File: config.mk
export PLATFORM = sky130hd
export DESIGN_NAME = lcd_4bit_nibble_sequencer
export DESIGN_NICKNAME = d
export VERILOG_FILES = /design/src/lcdns_pkg.sv /design/src/lcdns_cfg_regs.sv /design/src/lcdns_cmd_stage.sv /design/src/lcdns_strobe_gen.sv /design/src/lcd_4bit_nibble_sequencer.sv
export SDC_FILE = /design/constraint.sdc
export NUM_CORES = 1
export LEC_CHECK = 0
export BUFFER_PORTS_ARGS = -buffer_cell sky130_fd_sc_hd__clkbuf_2
export CORE_MARGIN = 2
export CORE_UTILIZATION = 40
export DETAILED_ROUTE_END_ITERATION = 10
export PLACE_DENSITY = 0.55
export SLEW_MARGIN = 20
export SYNTH_ARGS = -nofsm -noshare
export SYNTH_HDL_FRONTEND = slang
export SYNTH_SLANG_ARGS = --single-unit
File: constraint.sdc
create_clock -name clk -period 9.7 [get_ports clk]
set_clock_uncertainty 0.05 [all_clocks]
set_input_delay 0.485 -clock clk [delete_from_list [all_inputs] [get_ports clk]]
set_output_delay 0.485 -clock clk [all_outputs]
set_load 0.005 [all_outputs]
File: src/lcdns_pkg.sv
// ----------------------------------------------------------------------------
// lcdns_pkg - shared types and constants of the lcd nibble sequencer
// commands, strobe record and the fixed instruction bytes
// ----------------------------------------------------------------------------
`default_nettype none

package lcdns_pkg;

  localparam int unsigned WaitW    = 13;
  localparam int unsigned ByteWaitW = 8;
  localparam int unsigned IdxW     = 4;

  localparam logic [WaitW-1:0] WaitMax       = 13'd8191;
  localparam logic [WaitW-1:0] InitFirstWait = 13'd5000;
  localparam logic [WaitW-1:0] InitNextWait  = 13'd100;
  localparam logic [9:0]       NumberMax     = 10'd999;
  localparam logic [3:0]       AsciiDigitHi  = 4'h3;   // high nibble of '0'..'9'
  localparam logic [3:0]       WakeNibble    = 4'h3;
  localparam logic [3:0]       FourBitNibble = 4'h2;
  localparam logic [IdxW-1:0]  InitBareCnt   = 4'd4;
  localparam logic [IdxW-1:0]  InitLastIdx   = 4'd13;
  localparam logic [2:0]       ClearFirstByte = 3'd3;  // position of clear in the byte table

  localparam logic [0:0] CfgByteWait  = 1'b0;
  localparam logic [0:0] CfgClearWait = 1'b1;
  localparam logic [WaitW-1:0] ByteWaitReset  = 13'd50;
  localparam logic [WaitW-1:0] ClearWaitReset = 13'd2000;

  typedef enum logic [2:0] {
    OP_INIT   = 3'd0,
    OP_INSTR  = 3'd1,
    OP_DATA   = 3'd2,
    OP_CLEAR  = 3'd3,
    OP_CURSOR = 3'd4,
    OP_NUMBER = 3'd5
  } op_t;

  // command held while its strobes go out
  typedef struct packed {
    op_t        op;
    logic [7:0] byte_val;   // instruction, data or cursor byte
    logic [3:0] hund;       // hundreds digit
    logic [6:0] rem;        // number mod 100
  } cmd_t;

  typedef struct packed {
    logic             reg_select;
    logic [3:0]       nibble;
    logic [WaitW-1:0] wait_us;
    logic             last;
  } strobe_t;

  // init instruction bytes followed by clear and home
  function automatic logic [7:0] setup_byte(input logic [2:0] pos);
    logic [7:0] b;
    unique case (pos)
      3'd0:    b = 8'b0010_1000;
      3'd1:    b = 8'b0000_0110;
      3'd2:    b = 8'b0000_1100;
      3'd3:    b = 8'b0000_0001;
      3'd4:    b = 8'b0000_0010;
      default: b = 8'b0000_0000;
    endcase
    return b;
  endfunction

endpackage

`default_nettype wire

File: src/lcdns_cfg_regs.sv
// ----------------------------------------------------------------------------
// lcdns_cfg_regs - wait configuration registers
// byte wait and clear wait, written over the config channel
// ----------------------------------------------------------------------------
`default_nettype none

module lcdns_cfg_regs
  import lcdns_pkg::*;
(
  input  wire logic             clk,
  input  wire logic             rst_n,
  input  wire logic             cfg_valid,
  output logic                  cfg_ready,
  input  wire logic [0:0]       cfg_index,
  input  wire logic [WaitW-1:0] cfg_data,
  output logic [ByteWaitW-1:0]  byte_wait,
  output logic [WaitW-1:0]      clear_wait
);

  logic [ByteWaitW-1:0] byte_wait_r, byte_wait_nxt;
  logic [WaitW-1:0]     clear_wait_r, clear_wait_nxt;

  assign cfg_ready = 1'b1;

  always_comb begin
    byte_wait_nxt  = byte_wait_r;
    clear_wait_nxt = clear_wait_r;
    if (cfg_valid) begin
      unique case (cfg_index)
        CfgByteWait:  byte_wait_nxt  = cfg_data[ByteWaitW-1:0];
        CfgClearWait: clear_wait_nxt = cfg_data;
        default:      ;
      endcase
    end
  end

  always_ff @(posedge clk) begin
    if (!rst_n) begin
      byte_wait_r  <= ByteWaitReset[ByteWaitW-1:0];
      clear_wait_r <= ClearWaitReset;
    end else begin
      byte_wait_r  <= byte_wait_nxt;
      clear_wait_r <= clear_wait_nxt;
    end
  end

  assign byte_wait  = byte_wait_r;
  assign clear_wait = clear_wait_r;

endmodule

`default_nettype wire

File: src/lcdns_cmd_stage.sv
// ----------------------------------------------------------------------------
// lcdns_cmd_stage - command register and strobe counter
// captures a command, splits off the hundreds digit, steps the strobe index
// ----------------------------------------------------------------------------
`default_nettype none

module lcdns_cmd_stage
  import lcdns_pkg::*;
(
  input  wire logic            clk,
  input  wire logic            rst_n,
  input  wire logic            in_valid,
  output logic                 in_stall,
  input  wire logic [2:0]      in_operation,
  input  wire logic [7:0]      in_byte_value,
  input  wire logic [5:0]      in_column,
  input  wire logic [0:0]      in_row,
  input  wire logic [9:0]      in_number,
  input  wire logic            advance,     // output slot free this cycle
  input  wire logic            strobe_last, // current strobe ends the command
  output cmd_t                 cmd,
  output logic                 cmd_valid,
  output logic [IdxW-1:0]      idx
);

  cmd_t            cmd_r, cmd_nxt;
  logic            cmd_valid_r, cmd_valid_nxt;
  logic [IdxW-1:0] idx_r, idx_nxt;

  logic            accept, load, step;
  logic [9:0]      num_sat;
  logic [15:0]     hund_prod;
  logic [3:0]      hund;
  logic [10:0]     hund_scaled;
  logic [9:0]      rem_full;

  assign step     = cmd_valid_r && advance;
  assign in_stall = cmd_valid_r && !(advance && strobe_last);
  assign accept   = in_valid && !in_stall;
  assign load     = accept && (in_operation <= 3'(OP_NUMBER));

  // n / 100 as (n * 41) >> 12, exact below 1000
  assign num_sat     = (in_number > NumberMax) ? NumberMax : in_number;
  assign hund_prod   = 16'(num_sat) * 16'd41;
  assign hund        = hund_prod[15:12];
  assign hund_scaled = 11'(hund) * 11'd100;
  assign rem_full    = num_sat - hund_scaled[9:0];

  always_comb begin
    cmd_nxt       = cmd_r;
    cmd_valid_nxt = cmd_valid_r;
    idx_nxt       = idx_r;
    if (step) begin
      idx_nxt = idx_r + 1'b1;
      if (strobe_last) begin
        cmd_valid_nxt = 1'b0;
      end
    end
    if (load) begin
      cmd_valid_nxt    = 1'b1;
      idx_nxt          = '0;
      cmd_nxt.op       = op_t'(in_operation);
      cmd_nxt.byte_val = (op_t'(in_operation) == OP_CURSOR) ?
                         {1'b1, in_row, in_column} : in_byte_value;
      cmd_nxt.hund     = hund;
      cmd_nxt.rem      = rem_full[6:0];
    end
  end

  always_ff @(posedge clk) begin
    if (!rst_n) begin
      cmd_valid_r <= 1'b0;
      idx_r       <= '0;
    end else begin
      cmd_valid_r <= cmd_valid_nxt;
      idx_r       <= idx_nxt;
    end
  end

  always_ff @(posedge clk) begin
    cmd_r <= cmd_nxt;
  end

  assign cmd       = cmd_r;
  assign cmd_valid = cmd_valid_r;
  assign idx       = idx_r;

endmodule

`default_nettype wire

File: src/lcdns_strobe_gen.sv
// ----------------------------------------------------------------------------
// lcdns_strobe_gen - strobe decoder
// turns the held command and strobe index into one enable strobe
// ----------------------------------------------------------------------------
`default_nettype none

module lcdns_strobe_gen
  import lcdns_pkg::*;
(
  input  wire cmd_t                  cmd,
  input  wire logic [IdxW-1:0]       idx,
  input  wire logic [ByteWaitW-1:0]  byte_wait,
  input  wire logic [WaitW-1:0]      clear_wait,
  output strobe_t                    strobe
);

  logic [14:0]     tens_prod;
  logic [3:0]      tens, units;
  logic [7:0]      tens_scaled;
  logic [1:0]      n_bytes;
  logic [1:0]      digit_pos;
  logic [3:0]      digit;
  logic [2:0]      byte_pos;
  logic [IdxW-1:0] init_off;
  logic [7:0]      cur_byte;
  logic            bare, add_clear, rs;
  logic [3:0]      bare_nib;
  logic [WaitW-1:0] bare_wait;
  logic [IdxW-1:0] last_idx;
  logic [WaitW:0]  wait_sum;
  logic [WaitW-1:0] byte_wait_total;

  // rem / 10 as (rem * 205) >> 11, exact below 100
  assign tens_prod   = 15'(cmd.rem) * 15'd205;
  assign tens        = tens_prod[14:11];
  assign tens_scaled = 8'(tens) * 8'd10;
  assign units       = 4'(8'(cmd.rem) - tens_scaled);

  // leading zero suppression
  always_comb begin
    if (cmd.hund != '0) begin
      n_bytes = 2'd3;
    end else if (tens != '0) begin
      n_bytes = 2'd2;
    end else begin
      n_bytes = 2'd1;
    end
  end

  assign init_off  = idx - InitBareCnt;
  assign digit_pos = 2'(idx[IdxW-1:1]) + (2'd3 - n_bytes);

  always_comb begin
    unique case (digit_pos)
      2'd0:    digit = cmd.hund;
      2'd1:    digit = tens;
      default: digit = units;
    endcase
  end

  always_comb begin
    bare      = 1'b0;
    bare_nib  = WakeNibble;
    bare_wait = InitNextWait;
    byte_pos  = '0;
    cur_byte  = cmd.byte_val;
    add_clear = 1'b0;
    rs        = 1'b0;
    last_idx  = 4'd1;
    unique case (cmd.op)
      OP_INIT: begin
        last_idx = InitLastIdx;
        if (idx < InitBareCnt) begin
          bare = 1'b1;
          if (idx == '0) begin
            bare_wait = InitFirstWait;
          end
          if (idx == InitBareCnt - 1'b1) begin
            bare_nib = FourBitNibble;
          end
        end
        byte_pos  = init_off[3:1];
        cur_byte  = setup_byte(byte_pos);
        add_clear = (byte_pos >= ClearFirstByte);
      end
      OP_INSTR, OP_CURSOR: begin
        rs = 1'b0;
      end
      OP_DATA: begin
        rs = 1'b1;
      end
      OP_CLEAR: begin
        last_idx  = 4'd3;
        byte_pos  = ClearFirstByte + 3'(idx[IdxW-1:1]);
        cur_byte  = setup_byte(byte_pos);
        add_clear = 1'b1;
      end
      OP_NUMBER: begin
        rs       = 1'b1;
        last_idx = {1'b0, n_bytes, 1'b1} - 4'd2;
        cur_byte = {AsciiDigitHi, digit};
      end
      default: ;
    endcase
  end

  // second nibble wait, saturated
  assign wait_sum = (WaitW+1)'(byte_wait) +
                    (add_clear ? (WaitW+1)'(clear_wait) : '0);
  assign byte_wait_total = (wait_sum > (WaitW+1)'(WaitMax)) ? WaitMax : wait_sum[WaitW-1:0];

  always_comb begin
    strobe.reg_select = rs;
    strobe.last       = (idx == last_idx);
    if (bare) begin
      strobe.nibble  = bare_nib;
      strobe.wait_us = bare_wait;
    end else if (idx[0]) begin
      strobe.nibble  = cur_byte[3:0];
      strobe.wait_us = byte_wait_total;
    end else begin
      strobe.nibble  = cur_byte[7:4];
      strobe.wait_us = '0;
    end
  end

endmodule

`default_nettype wire

File: src/lcd_4bit_nibble_sequencer.sv
// ----------------------------------------------------------------------------
// lcd_4bit_nibble_sequencer - 4-bit character display strobe sequencer
// expands one display command into its run of enable strobes
// ----------------------------------------------------------------------------
// usage:
//   in_*  : one command per transfer (valid/stall); ops 6 and 7 are taken
//           and dropped without strobes
//   out_* : one strobe per transfer (valid/stall), out_last marks the final
//           strobe of a command
//   cfg_* : register writes (valid/ready, always ready), index 0 byte wait,
//           index 1 clear wait
// output: the first strobe of a command passes through the command register and
//   then the output register; strobes then follow one per cycle while out_stall is low
// occupancy: a command holds the command register while its strobes, 2 to 14
//   (init), go out; the next command is taken in the cycle the last strobe of the
//   previous one moves to the output register
// a stall on the output holds the output register and the strobe counter,
//   and the input stalls while a command is still pending
// reset clears the command and output valid flags and loads the waits with
//   50 us and 2000 us
// ----------------------------------------------------------------------------
`default_nettype none

module lcd_4bit_nibble_sequencer
  import lcdns_pkg::*;
(
  input  wire logic        clk,
  input  wire logic        rst_n,
  // command channel
  input  wire logic        in_valid,
  output logic             in_stall,
  input  wire logic [2:0]  in_operation,
  input  wire logic [7:0]  in_byte_value,
  input  wire logic [5:0]  in_column,
  input  wire logic [0:0]  in_row,
  input  wire logic [9:0]  in_number,
  // strobe channel
  output logic             out_valid,
  input  wire logic        out_stall,
  output logic             out_reg_select,
  output logic [3:0]       out_nibble,
  output logic [12:0]      out_wait_us,
  output logic             out_last,
  // configuration
  input  wire logic        cfg_valid,
  output logic             cfg_ready,
  input  wire logic [0:0]  cfg_index,
  input  wire logic [12:0] cfg_data
);

  logic [ByteWaitW-1:0] byte_wait;
  logic [WaitW-1:0]     clear_wait;
  cmd_t                 cmd;
  logic                 cmd_valid;
  logic [IdxW-1:0]      idx;
  strobe_t              strobe;
  logic                 advance;

  strobe_t out_r, out_nxt;
  logic    out_valid_r, out_valid_nxt;

  lcdns_cfg_regs u_cfg (
    .clk        (clk),
    .rst_n      (rst_n),
    .cfg_valid  (cfg_valid),
    .cfg_ready  (cfg_ready),
    .cfg_index  (cfg_index),
    .cfg_data   (cfg_data),
    .byte_wait  (byte_wait),
    .clear_wait (clear_wait)
  );

  lcdns_cmd_stage u_cmd (
    .clk           (clk),
    .rst_n         (rst_n),
    .in_valid      (in_valid),
    .in_stall      (in_stall),
    .in_operation  (in_operation),
    .in_byte_value (in_byte_value),
    .in_column     (in_column),
    .in_row        (in_row),
    .in_number     (in_number),
    .advance       (advance),
    .strobe_last   (strobe.last),
    .cmd           (cmd),
    .cmd_valid     (cmd_valid),
    .idx           (idx)
  );

  lcdns_strobe_gen u_gen (
    .cmd        (cmd),
    .idx        (idx),
    .byte_wait  (byte_wait),
    .clear_wait (clear_wait),
    .strobe     (strobe)
  );

  // output slot can take a strobe when empty or being drained
  assign advance = !out_valid_r || !out_stall;

  always_comb begin
    out_nxt       = out_r;
    out_valid_nxt = out_valid_r;
    if (advance) begin
      out_valid_nxt = cmd_valid;
      if (cmd_valid) begin
        out_nxt = strobe;
      end
    end
  end

  always_ff @(posedge clk) begin
    if (!rst_n) begin
      out_valid_r <= 1'b0;
    end else begin
      out_valid_r <= out_valid_nxt;
    end
  end

  always_ff @(posedge clk) begin
    out_r <= out_nxt;
  end

  assign out_valid      = out_valid_r;
  assign out_reg_select = out_r.reg_select;
  assign out_nibble     = out_r.nibble;
  assign out_wait_us    = out_r.wait_us;
  assign out_last       = out_r.last;

endmodule

`default_nettype wire
==> impl_metrics.ini <==
[outcome]
status = completed

[timing]
period_minus_slack_ns = 5.73
worst_slew_pin_slew_ns = 0.979
slew_violations = 0
relSlewSlack_pct = 34.7
fmax_ghz = 0.175
period_share_pct = 59.1
setup_violations = 0
hold_violations = 0
totalNegativeSetupSlack_ns = 0
rsz0062_at_grt = false

[run]
drv_cap = 0

[synth]
ys_seq_area_share_pct = 31.6
ys_dominant_reg_cell = edfxtp_1
ys_ff_latch = 68
synth-async-reset-ratio_pct = 0
syn_area_um2 = 5620
avgSynthCellArea_um2 = 9.24
synth-edff-count = 41
synthCells = 608
yosys_warnings = 0
synth_cell_types = 59
synth_fp_nets = 756

[setup_path]
required_ns = 9.71
critPathArrivalTime_ns = 5.73
crit_fanout = 6
cp-end-kind = flop
critPathKind = flop to flop
cp-start-kind = flop

[pwr]
finalPower_mw = 1.72
p_int_uw = 988
p_seq_share_pct = 21.2
p_clk_share_pct = 18.6
p_sw_uw = 729
sw_frac_of_total_pct = 42.5
power_density_nw_per_um2 = 268
combPwrFrac_pct = 60.2
leakage_nw = 2.96
ir_worst_vdd_mv = 0.123

[hold_path]
hp-class = input pin to flop

[finish]
final_cell_mix = ha_1 (86), nand2_1 (74), clkbuf_2 (67), inv_1 (61), edfxtp_1 (41)
layout_commonest_cell = ha_1
antenna-diode-count = 0
stdcell_area_um2 = 6410
syn_to_final_growth_pct = 14.1
layout.nets = 814
drive_gt1_share_pct = 15.9

[die]
core_um2 = 13800
fp-row-count = 43
dieArea_um2 = 15000
dieWidth_um = 122
pin_count = 69
die_height_um = 122
initial_core_util_pct = 40.8

[routing]
wirelength_um = 12100
dr.pass1.iters = 4
routed_via_density = 5.18
ant_nets = 0
wl_per_cell_um = 14.2
first_iter_violations = 230
drcViolationCount = 0
via_count = 4406

[grt]
antenna_found_initial = 0
grt-ovfl-total = 0
grt_pass1_vias = 4236
grt_start_max_net_pins = 28
grt_pass1_wl_um = 20000
grtUsageTotal_pct = 16.9

[clocking]
cts_setup_buffers = 0
cts_buffer_depth = 2
h-tree-depth = 3
path_clk_slew_ns = 0.05
hold_buffers = 0
cts_tree = yes
cts_buffers = 9
clock_sinks = 68
clk_latency_ns = 0.33
cts_resized = 0
cts-root-buf = clkbuf_16

[placement]
hpwl_um = 9940
portBuffers = 67
dpl-instance-area_um2 = 6110
gp_congestion = 0.879
-- power groups by stage --
stage	combinational, mW	sequential [mW]	clock [mW]
3_5_place_dp	1.03	0.370	0
2_1_floorplan	0.802	0.362	0
3_3_place_gp	1.01	0.369	0
5_1_grt	1.18	0.366	0.337
4_1_cts	1.04	0.364	0.327
6_report	1.03	0.363	0.320
-- sequential cells by signal, summed over array words and instances (netlist names) --
register and flops:
out_reg_select 1, u_cmd.idx 4, out_valid 1, out_nibble 4
out_wait_us 13, u_cfg.clear_wait 13, u_cmd.cmd 22, u_cmd.cmd_valid 1
u_cfg.byte_wait 8, out_last 1
-- cells by family (layout without fill, tap and decap cells) --
logic type | after synthesis | in the layout | synth area share (%)
simple gates | 185 | 185 | 15.7
mux | 10 | 10 | 2.03
flops | 68 | 68 | 31.6
compound gates | 122 | 122 | 14.7
fa+ha+maj | 101 | 101 | 24.5
xor+xnor | 37 | 37 | 5.77
buf+inv | 84 | 147 | 5.70
other cells | 1 | 1 | 0.0668
-- per-layer routing --
layer / part of all wire [%] / vias up / GRT usage (%)
li1: - / 2254 / -
met4: 1.7 / 0 / 5.60
met1: 47 / 2058 / 21.9
met5: 0 / - / 0
met3: 3.8 / 15 / 3.39
met2: 47 / 79 / 28.0
-- worst max-delay path: stages, from the launching register on --
cell	delay, ns
edfxtp_1	0.46
ha_1	0.36
inv_1	0.06
fa_1	0.50
inv_1	0.04
ha_1	0.26
inv_1	0.05
fa_1	0.50
inv_1	0.04
ha_1	0.27
nand4_1	0.17
o211a_4	0.34
mux2_4	0.34
nor3_1	0.38
nor2_1	0.08
ha_1	0.20
xnor2_1	0.21
a2111oi_0	0.64
nor3_1	0.10
o21ai_0	0.28
a31oi_1	0.12
-- final timing paths --
check                                          from                  end  slack (ns)  cells past startpoint
worst max-delay path                   u_cmd.cmd[4]        out_nibble[2]        3.97                     20
worst min register to register  u_cfg.clear_wait[4]  u_cfg.clear_wait[4]        0.42                      2
worst max register to register         u_cmd.cmd[4]        out_nibble[2]        3.97                     20
worst min-delay path                in_operation[2]        u_cmd.cmd[21]        0.31                      1
-- Yosys cell counts (9+ instances only) --
master	number	area [um^2]
a21boi_0	13	97.6
a21o_1	9	67.6
a21oi_1	30	150
and2_1	13	81.3
clkbuf_1	20	75.1
dfxtp_1	27	541
edfxtp_1	41	1230
fa_1	15	300
ha_1	86	1080
inv_1	61	229
nand2_1	74	278
nand3_1	18	90.1
nor2_1	31	116
nor3_1	12	60.1
o21ai_0	28	140
xnor2_1	22	193
xor2_1	15	131
-- cell type report --
| cell class | count | area, um^2 |
|---|---|---|
| Fill cell | 1381 | 7370 |
| Multi-Input combinational cell | 456 | 3530 |
| Sequential cell | 68 | 1770 |
| Timing Repair Buffer | 69 | 350 |
| Inverter | 62 | 233 |
| Clock buffer | 9 | 225 |
| Tap cell | 180 | 225 |
| Clock inverter | 7 | 67.6 |
-- stage by stage --
step                      std cells  utilization, %  setup WS, ns  hold slack (ns)
after floorplan                 608               -          4.34            0.382
after global placement          835            44.4          4.18            0.400
after detailed placement        835            44.4          4.03            0.409
after CTS                       851            46.5          4.00            0.295
after global routing            851            46.5          3.57            0.303
final                           851            46.5          3.97            0.314
No activity file was read; power rests on OpenSTA's default activity.
